===== config.mk =====
export PLATFORM = sky130hd
export DESIGN_NAME = hsvrgb_frac_div
export DESIGN_NICKNAME = d
export VERILOG_FILES = /design/src/hw/rtl/hsvrgb_pkg.sv /design/src/hw/rtl/hsvrgb_frac_div.sv
export SDC_FILE = /design/constraint.sdc
export NUM_CORES = 2
export LEC_CHECK = 0
export BUFFER_PORTS_ARGS = -buffer_cell sky130_fd_sc_hd__clkbuf_2
export CAP_MARGIN = 25
export CORE_MARGIN = 3
export CORE_UTILIZATION = 55
export CTS_CLUSTER_DIAMETER = 200
export CTS_CLUSTER_SIZE = 28
export DETAILED_ROUTE_END_ITERATION = 16
export PLACE_DENSITY = 0.83
export SYNTH_ARGS = -nofsm -noshare
export SYNTH_HDL_FRONTEND = slang
export SYNTH_SLANG_ARGS = --single-unit

===== constraint.sdc =====
create_clock -name clk -period 6.5 [get_ports clk]
set_input_delay 1.3 -clock clk [delete_from_list [all_inputs] [get_ports clk]]
set_output_delay 1.3 -clock clk [all_outputs]
set_load 0.02 [all_outputs]

===== src/hw/rtl/hsvrgb_pkg.sv =====
// shared types, widths and constants of the hsv to rgb converter
`timescale 1ns / 1ps

package hsvrgb_pkg;

	localparam int HUE_W = 16;
	localparam int CH_W  = 8;
	localparam int SEC_W = 3;
	localparam int DEN_W = 24;
	localparam int NUM_W = 32;

	localparam int HUE_BITS_PER_STAGE_DEF = 2;

	localparam logic [HUE_W-1:0] SECTOR_WIDTH_RST = 16'd11850;
	localparam logic [HUE_W-1:0] HUE_TOP          = 16'hFFFF;
	localparam logic [CH_W-1:0]  CH_MAX           = 8'd255;

	// color sectors, anything past the fifth folds into the last one
	localparam logic [SEC_W-1:0] SEC_0 = 3'd0;
	localparam logic [SEC_W-1:0] SEC_1 = 3'd1;
	localparam logic [SEC_W-1:0] SEC_2 = 3'd2;
	localparam logic [SEC_W-1:0] SEC_3 = 3'd3;
	localparam logic [SEC_W-1:0] SEC_4 = 3'd4;
	localparam logic [SEC_W-1:0] SEC_5 = 3'd5;

	typedef struct packed {
		logic [CH_W-1:0] bri;
		logic [CH_W-1:0] sat;
	} pix_t;

	typedef struct packed {
		logic [CH_W-1:0]  bri;
		logic [CH_W-1:0]  p;
		logic [SEC_W-1:0] sec;
	} side_t;

endpackage


===== src/hw/rtl/hsvrgb_frac_div.sv =====
// two-lane pipelined restoring divider, one quotient bit per stage
`timescale 1ns / 1ps

module hsvrgb_frac_div (
	input  logic                            clk,
	input  logic                            arst_n,
	input  logic                            adv,
	input  logic                            in_valid,
	input  logic [hsvrgb_pkg::NUM_W-1:0]    in_nq,
	input  logic [hsvrgb_pkg::NUM_W-1:0]    in_nt,
	input  logic [hsvrgb_pkg::DEN_W-1:0]    in_den,
	input  hsvrgb_pkg::side_t               in_side,
	output logic                            out_valid,
	output logic [hsvrgb_pkg::CH_W-1:0]     out_q,
	output logic [hsvrgb_pkg::CH_W-1:0]     out_t,
	output hsvrgb_pkg::side_t               out_side
);

	localparam int STEPS = hsvrgb_pkg::CH_W;
	localparam int NUM_W = hsvrgb_pkg::NUM_W;
	localparam int DEN_W = hsvrgb_pkg::DEN_W;

	typedef struct packed {
		logic [NUM_W-1:0] rq;
		logic [NUM_W-1:0] rt;
		logic [STEPS-1:0] qq;
		logic [STEPS-1:0] qt;
		logic [DEN_W-1:0] den;
	} fd_st_t;

	// quotient below 256, so the msb comes from den << 7
	function automatic fd_st_t fd_step(fd_st_t x, int sh);
		logic [NUM_W-1:0] dsh;
		fd_st_t           y;
		dsh = NUM_W'(x.den) << sh;
		y   = x;
		if (x.rq >= dsh) begin
			y.rq = x.rq - dsh;
			y.qq = {x.qq[STEPS-2:0], 1'b1};
		end else begin
			y.qq = {x.qq[STEPS-2:0], 1'b0};
		end
		if (x.rt >= dsh) begin
			y.rt = x.rt - dsh;
			y.qt = {x.qt[STEPS-2:0], 1'b1};
		end else begin
			y.qt = {x.qt[STEPS-2:0], 1'b0};
		end
		return y;
	endfunction

	fd_st_t            st_in;
	fd_st_t            st_s   [STEPS];
	hsvrgb_pkg::side_t side_s [STEPS];
	logic [STEPS-1:0]  vld_s;

	assign st_in = '{rq: in_nq, rt: in_nt, qq: '0, qt: '0, den: in_den};

	always_ff @(posedge clk or negedge arst_n) begin
		if (!arst_n) begin
			vld_s <= '0;
		end else if (adv) begin
			vld_s[0] <= in_valid;
			for (int g = 1; g < STEPS; g++) begin
				vld_s[g] <= vld_s[g-1];
			end
		end
	end

	always_ff @(posedge clk) begin
		if (adv) begin
			st_s[0]   <= fd_step(st_in, STEPS - 1);
			side_s[0] <= in_side;
			for (int g = 1; g < STEPS; g++) begin
				st_s[g]   <= fd_step(st_s[g-1], STEPS - 1 - g);
				side_s[g] <= side_s[g-1];
			end
		end
	end

	assign out_valid = vld_s[STEPS-1];
	assign out_q     = st_s[STEPS-1].qq;
	assign out_t     = st_s[STEPS-1].qt;
	assign out_side  = side_s[STEPS-1];

endmodule


==> run metrics <==
cts repair resizes=0; DR iter-0 viols=approximately 2500; TritonRoute pass-1 iters=6; initial antenna violation count=0; Final Max Tran Viols=0; hpwl dp=81.9 mm; Synth Register Bits=848; per-cell routed wire length=18.4 um; Slew HR=0.360; share of the synthesized area in the top cell type=0.516; Max stage delay on crit path=820 ps; first-pass GRT wire length=166 mm; classification of the worst-slack hold path=flop to flop; # port buffers=146; Final setup viols=0; GPL Wtd Cong=roughly 0.95; Area Overhead vs Synth=5.75%; minimum clock period=4380 ps; unrepaired setup endpoints after global routing=false; TritonCTS Buffers=36; Core ar.=0.0874 sq mm; post-synth cell types=97; PwrDens=387 mW/mm^2; maximum vdd drop=0.250 mV; Final Hold Fails=0; # hold bufs at CTS=0; crit path DAT=roughly 4700 ps; ant diodes=0; Clk pin slew, worst setup/hold paths=100 ps; drt drc=0; fin worst setup slack=2120 ps; final WL=between 100 and 150 mm; Finished Cell Area=0.0517 sq mm; syn_nets=between 4000 and 5000; CP max FO=39; Place WS=1720 ps; placed cell count=5607; Clk Latency, worst-skew pair=600 ps; Sink Count=848; Least-Margin Pin Slew=960 ps; H-Tree Depth=2; most area-consuming cells after synthesis=edfxtp_1, ha_1, o21ai_0; setup TNS=0 ps; top-count cell post-synth=edfxtp_1; Max Cap Viol=0; DIE AREA=0.0925 sq mm; # rows=108; syn avg cell area=11.1 sq um; CTS tree=yes; placed cell areas=0.0507 sq mm; crit-path cells=ha_1, inv_1, fa_1, a21oi_1, o211ai_2, a2111oi_2, o41ai_2, nor2b_1, nor2_1, a31oi_1, a31oi_4, buf_4, o21ai_0; cell taking the most area after synthesis=edfxtp_1; clk_skew=29.0 ps; synthesized instance count=~4400; vias=33100; Setup CP Type=flop to flop; Worst setup EP type=flop; Post-DRT Antenna Nets=0; Worst Hold Margin=416 ps; Die Wd=304 um; WP buf/inv=2; critical path's top delay family=compound AO/OA/AOI/OAI gates; Seq/Total Area, Yosys=0.520; vias in the first global route=32800; Commonest cells post-synth=edfxtp_1, ha_1, nand2_1; Post-synth EDFFs=840; period utilisation layout=0.674; clk root buf=clkbuf_16; share of cells above drive strength 1=0.0718; Max Freq=~0.23 GHz; ys async rst share=0.00943; CP required=6840 ps; Ports=147; Crit. Startpoint=st_s[0][0]$_DFFE_PP_; Synth Warn #=0; grt total ovfl=0; largest net degree at the start of global routing=136; die height=304 um; CTS Buffer Depth=3; CP max stage cell=a31oi_4; Nets=4999; Hold Path Origin=st_s[1][246]$_DFFE_PP_; final std cells w/o fill=~5700; Tot GR Track Use=0.219; startpoint types=flop; run status=complete, no violations; worst reg2reg path startpoint=st_s[0][0]$_DFFE_PP_; Mapped Area=around 0.049 sq mm; setup bufs post-CTS=0; leakage power=20.5 nW; top_reg_cell synth=edfxtp_1; Initial Util=0.559; vias per cell=5.87
==> cells by family after synthesis <==
kind of cell             synth area share
AO/OA/AOI/OAI                       0.160
XOR/XNOR                           0.0584
adder cells (fa/ha/maj)             0.104
buffers and inverters              0.0370
flip-flops                          0.520
multiplexers                       0.0133
AND/OR/NAND/NOR                     0.107
==> cell usage in the layout (no fill, tap or decap), drive strengths merged, types with 50 or more instances in the layout <==
cell / n
inv: 292
xnor2: 155
a21oi: 357
ha: 384
nor2b: 61
o21ai: 383
nand2: 384
mux2: 51
nor2: 250
clkbuf: 188
nand2b: 61
nor3: 59
nand3: 69
o21a: 53
xor2: 171
a21o: 187
edfxtp: 840
nand4: 50
==> report_power, final <==
group          leakage (nW)  switching [W]  internal, W  total [W]
Clock                 0.473        0.00155      0.00105    0.00260
Sequential             8.25       0.000777      0.00786    0.00864
Combinational          11.7        0.00505      0.00374    0.00878
==> metal layers <==
metal  vias to the layer above  part of all wire  global-route usage
met5                         -                 0                   0
li1                      16400                 -                   -
met2                      1012              0.48               0.383
met1                     15500              0.43               0.281
met3                       230             0.047              0.0228
met4                         0             0.044              0.0883
==> stage by stage <==
step / total power (W) / util
6_report: 0.0200 / 0.591
3_5_place_dp: 0.0174 / 0.580
2_1_floorplan: 0.0151 / -
5_1_grt: 0.0215 / 0.591
3_3_place_gp: 0.0172 / 0.580
4_1_cts: 0.0200 / 0.591
==> sequential cells by signal, indices dropped and copies added (netlist names) <==
name / flops
vld_s: 8
side_s: 152
st_s: 688
==> worst reg2reg max path, stage by stage, from the launching register on <==
cell,delay [ps]
edfxtp_1,440
ha_1,190
inv_1,60
fa_1,420
a21oi_1,270
o211ai_2,180
a2111oi_2,450
o41ai_2,230
nor2b_1,180
nor2_1,280
a31oi_1,190
a31oi_4,820
buf_4,320
o21ai_0,90
==> layout make-up <==
| class | count | area [sq um] |
|---|---|---|
| clock inverters | 1 | 20.0 |
| well taps | 1155 | 1450 |
| multi-input cells | 3139 | 21700 |
| repair buffers | 174 | 1040 |
| inverters | 291 | 1090 |
| clock buffers | 43 | 948 |
| fillers | 7075 | 35700 |
| flip-flops and latches | 848 | 25400 |
==> worst paths after layout <==
kind,endpoint,slack (ps),cells after the start
min reg2reg,st_s[1][351]$_DFFE_PP_,420,0
min in group asynchronous,vld_s[3]$_DFFE_PN0P_,530,1
min,st_s[1][351]$_DFFE_PP_,420,0
max reg2reg,st_s[0][187]$_DFFE_PP_,2120,13
max in group asynchronous,vld_s[6]$_DFFE_PN0P_,5800,1
max,st_s[0][187]$_DFFE_PP_,2120,13
No activity file was read; power rests on OpenSTA's default activity.
