File: src/hw/rtl/hsvrgb_pkg.sv
// shared types, widths and constants of the hsv to rgb converter
`timescale 1ns / 1ps

package hsvrgb_pkg;

	localparam int HUE_W = 16;
	localparam int CH_W  = 8;
	localparam int SEC_W = 3;
	localparam int DEN_W = 24;
	localparam int NUM_W = 32;

	localparam int HUE_BITS_PER_STAGE_DEF = 2;

	localparam logic [HUE_W-1:0] SECTOR_WIDTH_RST = 16'd11850;
	localparam logic [HUE_W-1:0] HUE_TOP          = 16'hFFFF;
	localparam logic [CH_W-1:0]  CH_MAX           = 8'd255;

	// color sectors, anything past the fifth folds into the last one
	localparam logic [SEC_W-1:0] SEC_0 = 3'd0;
	localparam logic [SEC_W-1:0] SEC_1 = 3'd1;
	localparam logic [SEC_W-1:0] SEC_2 = 3'd2;
	localparam logic [SEC_W-1:0] SEC_3 = 3'd3;
	localparam logic [SEC_W-1:0] SEC_4 = 3'd4;
	localparam logic [SEC_W-1:0] SEC_5 = 3'd5;

	typedef struct packed {
		logic [CH_W-1:0] bri;
		logic [CH_W-1:0] sat;
	} pix_t;

	typedef struct packed {
		logic [CH_W-1:0]  bri;
		logic [CH_W-1:0]  p;
		logic [SEC_W-1:0] sec;
	} side_t;

endpackage

File: src/hw/rtl/hsvrgb_pqt.sv
// three-stage datapath forming p and the q/t numerators over 255*width
`timescale 1ns / 1ps

module hsvrgb_pqt (
	input  logic                            clk,
	input  logic                            arst_n,
	input  logic                            adv,
	input  logic                            in_valid,
	input  logic [hsvrgb_pkg::SEC_W-1:0]    in_sec,
	input  logic [hsvrgb_pkg::HUE_W-1:0]    in_rem,
	input  hsvrgb_pkg::pix_t                in_side,
	input  logic [hsvrgb_pkg::HUE_W-1:0]    width,
	output logic                            out_valid,
	output logic [hsvrgb_pkg::NUM_W-1:0]    out_nq,
	output logic [hsvrgb_pkg::NUM_W-1:0]    out_nt,
	output logic [hsvrgb_pkg::DEN_W-1:0]    out_den,
	output hsvrgb_pkg::side_t               out_side
);

	localparam int CH_W  = hsvrgb_pkg::CH_W;
	localparam int HUE_W = hsvrgb_pkg::HUE_W;
	localparam int DEN_W = hsvrgb_pkg::DEN_W;
	localparam int NUM_W = hsvrgb_pkg::NUM_W;
	localparam int PN_W  = 2 * CH_W;
	localparam int PM_W  = PN_W + CH_W + 1;
	// floor(x/255) estimate as x*257 >> 16, low by at most one
	localparam logic [CH_W:0] RECIP_255 = 9'd257;

	logic                          vld_s1, vld_s2, vld_s3;
	logic [CH_W-1:0]               bri_s1, bri_s2, bri_s3;
	logic [hsvrgb_pkg::SEC_W-1:0]  sec_s1, sec_s2, sec_s3;
	logic [DEN_W-1:0]              den_s1, den_s2, den_s3;
	logic [DEN_W-1:0]              sq_s1, st_s1;
	logic [DEN_W-1:0]              dq_s2, dt_s2;
	logic [PN_W-1:0]               pn_s1, pn_s2;
	logic [CH_W-1:0]               pa_s2, p_s3;
	logic [NUM_W-1:0]              nq_s3, nt_s3;

	logic [PM_W-1:0]               pm;
	logic [PN_W-1:0]               pa255, prem;

	assign pm    = PM_W'(pn_s1) * PM_W'(RECIP_255);
	assign pa255 = {pa_s2, {CH_W{1'b0}}} - {{CH_W{1'b0}}, pa_s2};
	assign prem  = pn_s2 - pa255;

	always_ff @(posedge clk or negedge arst_n) begin
		if (!arst_n) begin
			vld_s1 <= 1'b0;
			vld_s2 <= 1'b0;
			vld_s3 <= 1'b0;
		end else if (adv) begin
			vld_s1 <= in_valid;
			vld_s2 <= vld_s1;
			vld_s3 <= vld_s2;
		end
	end

	always_ff @(posedge clk) begin
		if (adv) begin
			// products of saturation with remainder and with its complement
			den_s1 <= {width, {CH_W{1'b0}}} - {{CH_W{1'b0}}, width};
			sq_s1  <= DEN_W'(in_side.sat) * DEN_W'(in_rem);
			st_s1  <= DEN_W'(in_side.sat) * DEN_W'(width - in_rem);
			pn_s1  <= PN_W'(in_side.bri) * PN_W'(hsvrgb_pkg::CH_MAX - in_side.sat);
			bri_s1 <= in_side.bri;
			sec_s1 <= in_sec;

			dq_s2  <= den_s1 - sq_s1;
			dt_s2  <= den_s1 - st_s1;
			pa_s2  <= pm[PN_W+CH_W-1:PN_W];
			pn_s2  <= pn_s1;
			den_s2 <= den_s1;
			bri_s2 <= bri_s1;
			sec_s2 <= sec_s1;

			nq_s3  <= NUM_W'(bri_s2) * NUM_W'(dq_s2);
			nt_s3  <= NUM_W'(bri_s2) * NUM_W'(dt_s2);
			p_s3   <= (prem >= PN_W'(hsvrgb_pkg::CH_MAX)) ? CH_W'(pa_s2 + 8'd1) : pa_s2;
			den_s3 <= den_s2;
			bri_s3 <= bri_s2;
			sec_s3 <= sec_s2;
		end
	end

	assign out_valid = vld_s3;
	assign out_nq    = nq_s3;
	assign out_nt    = nt_s3;
	assign out_den   = den_s3;
	assign out_side  = '{bri: bri_s3, p: p_s3, sec: sec_s3};

endmodule

File: config.mk
export PLATFORM = sky130hd
export DESIGN_NAME = hsvrgb_pqt
export DESIGN_NICKNAME = d
export VERILOG_FILES = /design/src/hw/rtl/hsvrgb_pkg.sv /design/src/hw/rtl/hsvrgb_pqt.sv
export SDC_FILE = /design/constraint.sdc
export NUM_CORES = 2
export LEC_CHECK = 0
export BUFFER_PORTS_ARGS = -buffer_cell sky130_fd_sc_hd__buf_4
export CORE_ASPECT_RATIO = 2
export CORE_MARGIN = 4
export CORE_UTILIZATION = 65
export DETAILED_ROUTE_END_ITERATION = 16
export PLACE_DENSITY = 0.9
export SYNTH_ARGS = -nofsm -noshare
export SYNTH_HDL_FRONTEND = slang
export SYNTH_SLANG_ARGS = --single-unit
export TNS_END_PERCENT = 100
File: constraint.sdc
create_clock -name clk -period 13.18 [get_ports clk]
set_input_delay 3.295 -clock clk [delete_from_list [all_inputs] [get_ports clk]]
set_output_delay 3.295 -clock clk [all_outputs]
set_load 0.05 [all_outputs]
==> impl_metrics.ini <==
[detailed_routing]
antenna_left = 0
drc_errors = 0
wl_per_cell_um = 19.30
avgViaCountPerCell = 5.869
drt_iter0_drc = 1696
drt-total-wl_mm = 87.09
firstDrtPassIters = 8
via_count = 26490

[timing]
fmax_mhz = 98.67
period_needed_ns = 10.14
fin_crit_sh_pct = 76.90
hold_viol_final = 0
finClkSkew_ns = 0.03918
tightest_slew_ns = 0.9534
slew_viol_final = 0
setup_viol = 0
max_slew_margin_pct = 36.44
tns_ns = 0
rsz0062_at_grt = no

[cts]
path_clk_slew_ns = 0.07
clock-sinks = 316
cts_resized = 0
cts-root-buf = clkbuf_16
post_cts_buffers = 0
cts_hold_buf = 0
insertion_delay_ns = 0.63
cts_inserted_buffers = 28
cts_tree = built
cts_buffer_depth = 3
htree_levels = 1

[synth]
ys_async_sr_fraction_pct = 0.9494
ys_ff_latch = 316
synth_edf_count = 313
synth_top_area_share_pct = 26.69
yosys.area.top_type = fa_1
netlist_instances = 3635
yosysUniqueCellTypes = 76
synth_warnings = 0
synth_flop_cell = edfxtp_1
seq_area_frac_synth_pct = 25.73
syn_nets = 4536
netlist_top_cells_area = fa_1 (27%), edfxtp_1 (26%), ha_1 (12%), inv_1 (6.5%), and2_1 (5.1%)
syn_area_per_cell_sq_um = 10.13
synth_area_sq_um = 36820

[floorplan]
die-area_sq_um = 60760
die_y_um = 344.6
rows = 123
core_sq_um = 56170
fp.dieW_um = 176.3
start_util_pct = 65.56
ios = 163

[worst_setup_path]
slowest_delay_ns = 0.55
crit_type = in2reg
cp_slowest_cell = fa_1
critPathArrivalTime_ns = 10.45
critical_path.endpoint_type = register
required_ns = 13.50
crit_fanout = 10
cp-start-kind = input port
regToRegSetupSlack_ns = 6.91

[place]
portBuffers = 162
hpwl_mm = 67.50
gp_congestion = 0.9588

[layout]
mostFrequentLayoutCells = inv_1 (633), fa_1 (491), nand2_1 (396), ha_1 (355), edfxtp_1 (313)
final_common_cell = inv_1
nets = 4643
drive_gt1_share_pct = 6.672
nFillCells = 4023
area_delta_synth_final_pct = 7.842

[job]
max_cap_viol_count = 0

[status]
outcome = complete, no violations

[global_routing]
grt.busiest_layer = met2
grt_overflow = 0
grt_max_degree = 116
met3_usage_pct = 3.730
first_global_vias = 28970
grt_usage_pct = 29.39
grt_pass1_wl_mm = 142.1
grtUsageMet2_pct = 55.25
use_met1_pct = 30.77
antenna_found_initial = 1

[worst_hold_path]
min_path_type = reg2reg
## flip-flops by register name, summed over array words and instances, names as in the netlist, 24 cells and up
signal	cells
den_s2	24
out_den	24
dq_s2	24
out_nq	32
st_s1	24
dt_s2	24
den_s1	24
sq_s1	24
out_nt	32
## metrics by stage
| stage | cell area [sq um] | worst slack [ns] | utilization (%) | cells | hold slack, ns |
|---|---|---|---|---|---|
| final | 39710 | 3.045 | 70.70 | 4513 | 0.4058 |
| after floorplan | 36820 | 3.304 | - | 3635 | 0.4003 |
| after global routing | 39710 | 2.555 | 70.69 | 4512 | 0.4070 |
| after CTS | 39710 | 3.124 | 70.69 | 4512 | 0.3963 |
| after detailed placement | 38710 | 2.509 | 68.91 | 4462 | 0.4045 |
| after global placement | 38710 | 2.655 | 68.91 | 4462 | 0.4001 |
## layer usage
layer	share of wire (%)	wire length [um]	vias up
met2	54	47350	1043
met5	0	0	-
met1	33	28820	13100
met3	5.7	4996	394
li1	-	-	11950
met4	6.8	5916	0
## critical path: cells and delay by family
family	cells	cell delay [ns]
simple gates	7	1.38
fa+ha+maj	6	2.66
xor+xnor	1	0.18
buf+inv	5	0.37
compound gates	10	2.55
## path summary, 6_finish.rpt
kind                                    end  depth (start not counted)       start
worst min register to register  out_den[11]                          0  den_s2[11]
min in group asynchronous         out_valid                          1      arst_n
worst max-delay path              st_s1[23]                         29   in_rem[1]
worst max register to register   out_nt[30]                         17   bri_s2[5]
worst min-delay path            out_den[11]                          0  den_s2[11]
max in group asynchronous            vld_s2                          1      arst_n
## logic make-up after synthesis
logic type | Yosys count | synth area share (%)
compound gates | 430 | 7.873
mux | 8 | 0.2480
xor+xnor | 197 | 4.686
fa+ha+maj | 846 | 38.76
simple gates | 1108 | 15.27
buf+inv | 730 | 7.441
flops | 316 | 25.73
## area by class of cell
class | count | area, sq um | area share [%]
multi-input combinational | 2589 | 24610 | 61.97
tap | 750 | 938.4 | 2.363
inverter | 634 | 2380 | 5.993
antenna | 1 | 2.502 | 0.006301
clock inverter | 21 | 296.5 | 0.7467
timing repair buffer | 173 | 1306 | 3.289
clock buffer | 29 | 704.4 | 1.774
sequential | 316 | 9474 | 23.86
## Yosys cell counts (41+ instances only)
library cell	number
inv_1	633
fa_1	491
nand2_1	396
ha_1	355
edfxtp_1	313
and2_1	299
xnor2_1	163
a21oi_1	125
nor2_1	102
clkbuf_1	96
nor2b_1	79
o21ai_0	70
nand2b_1	69
a21o_1	47
nand3_1	45
nor3_1	41
Power is left out: the tool's default activity adds up to more than one toggle a clock period on the data nets, which glitch-free logic cannot reach.
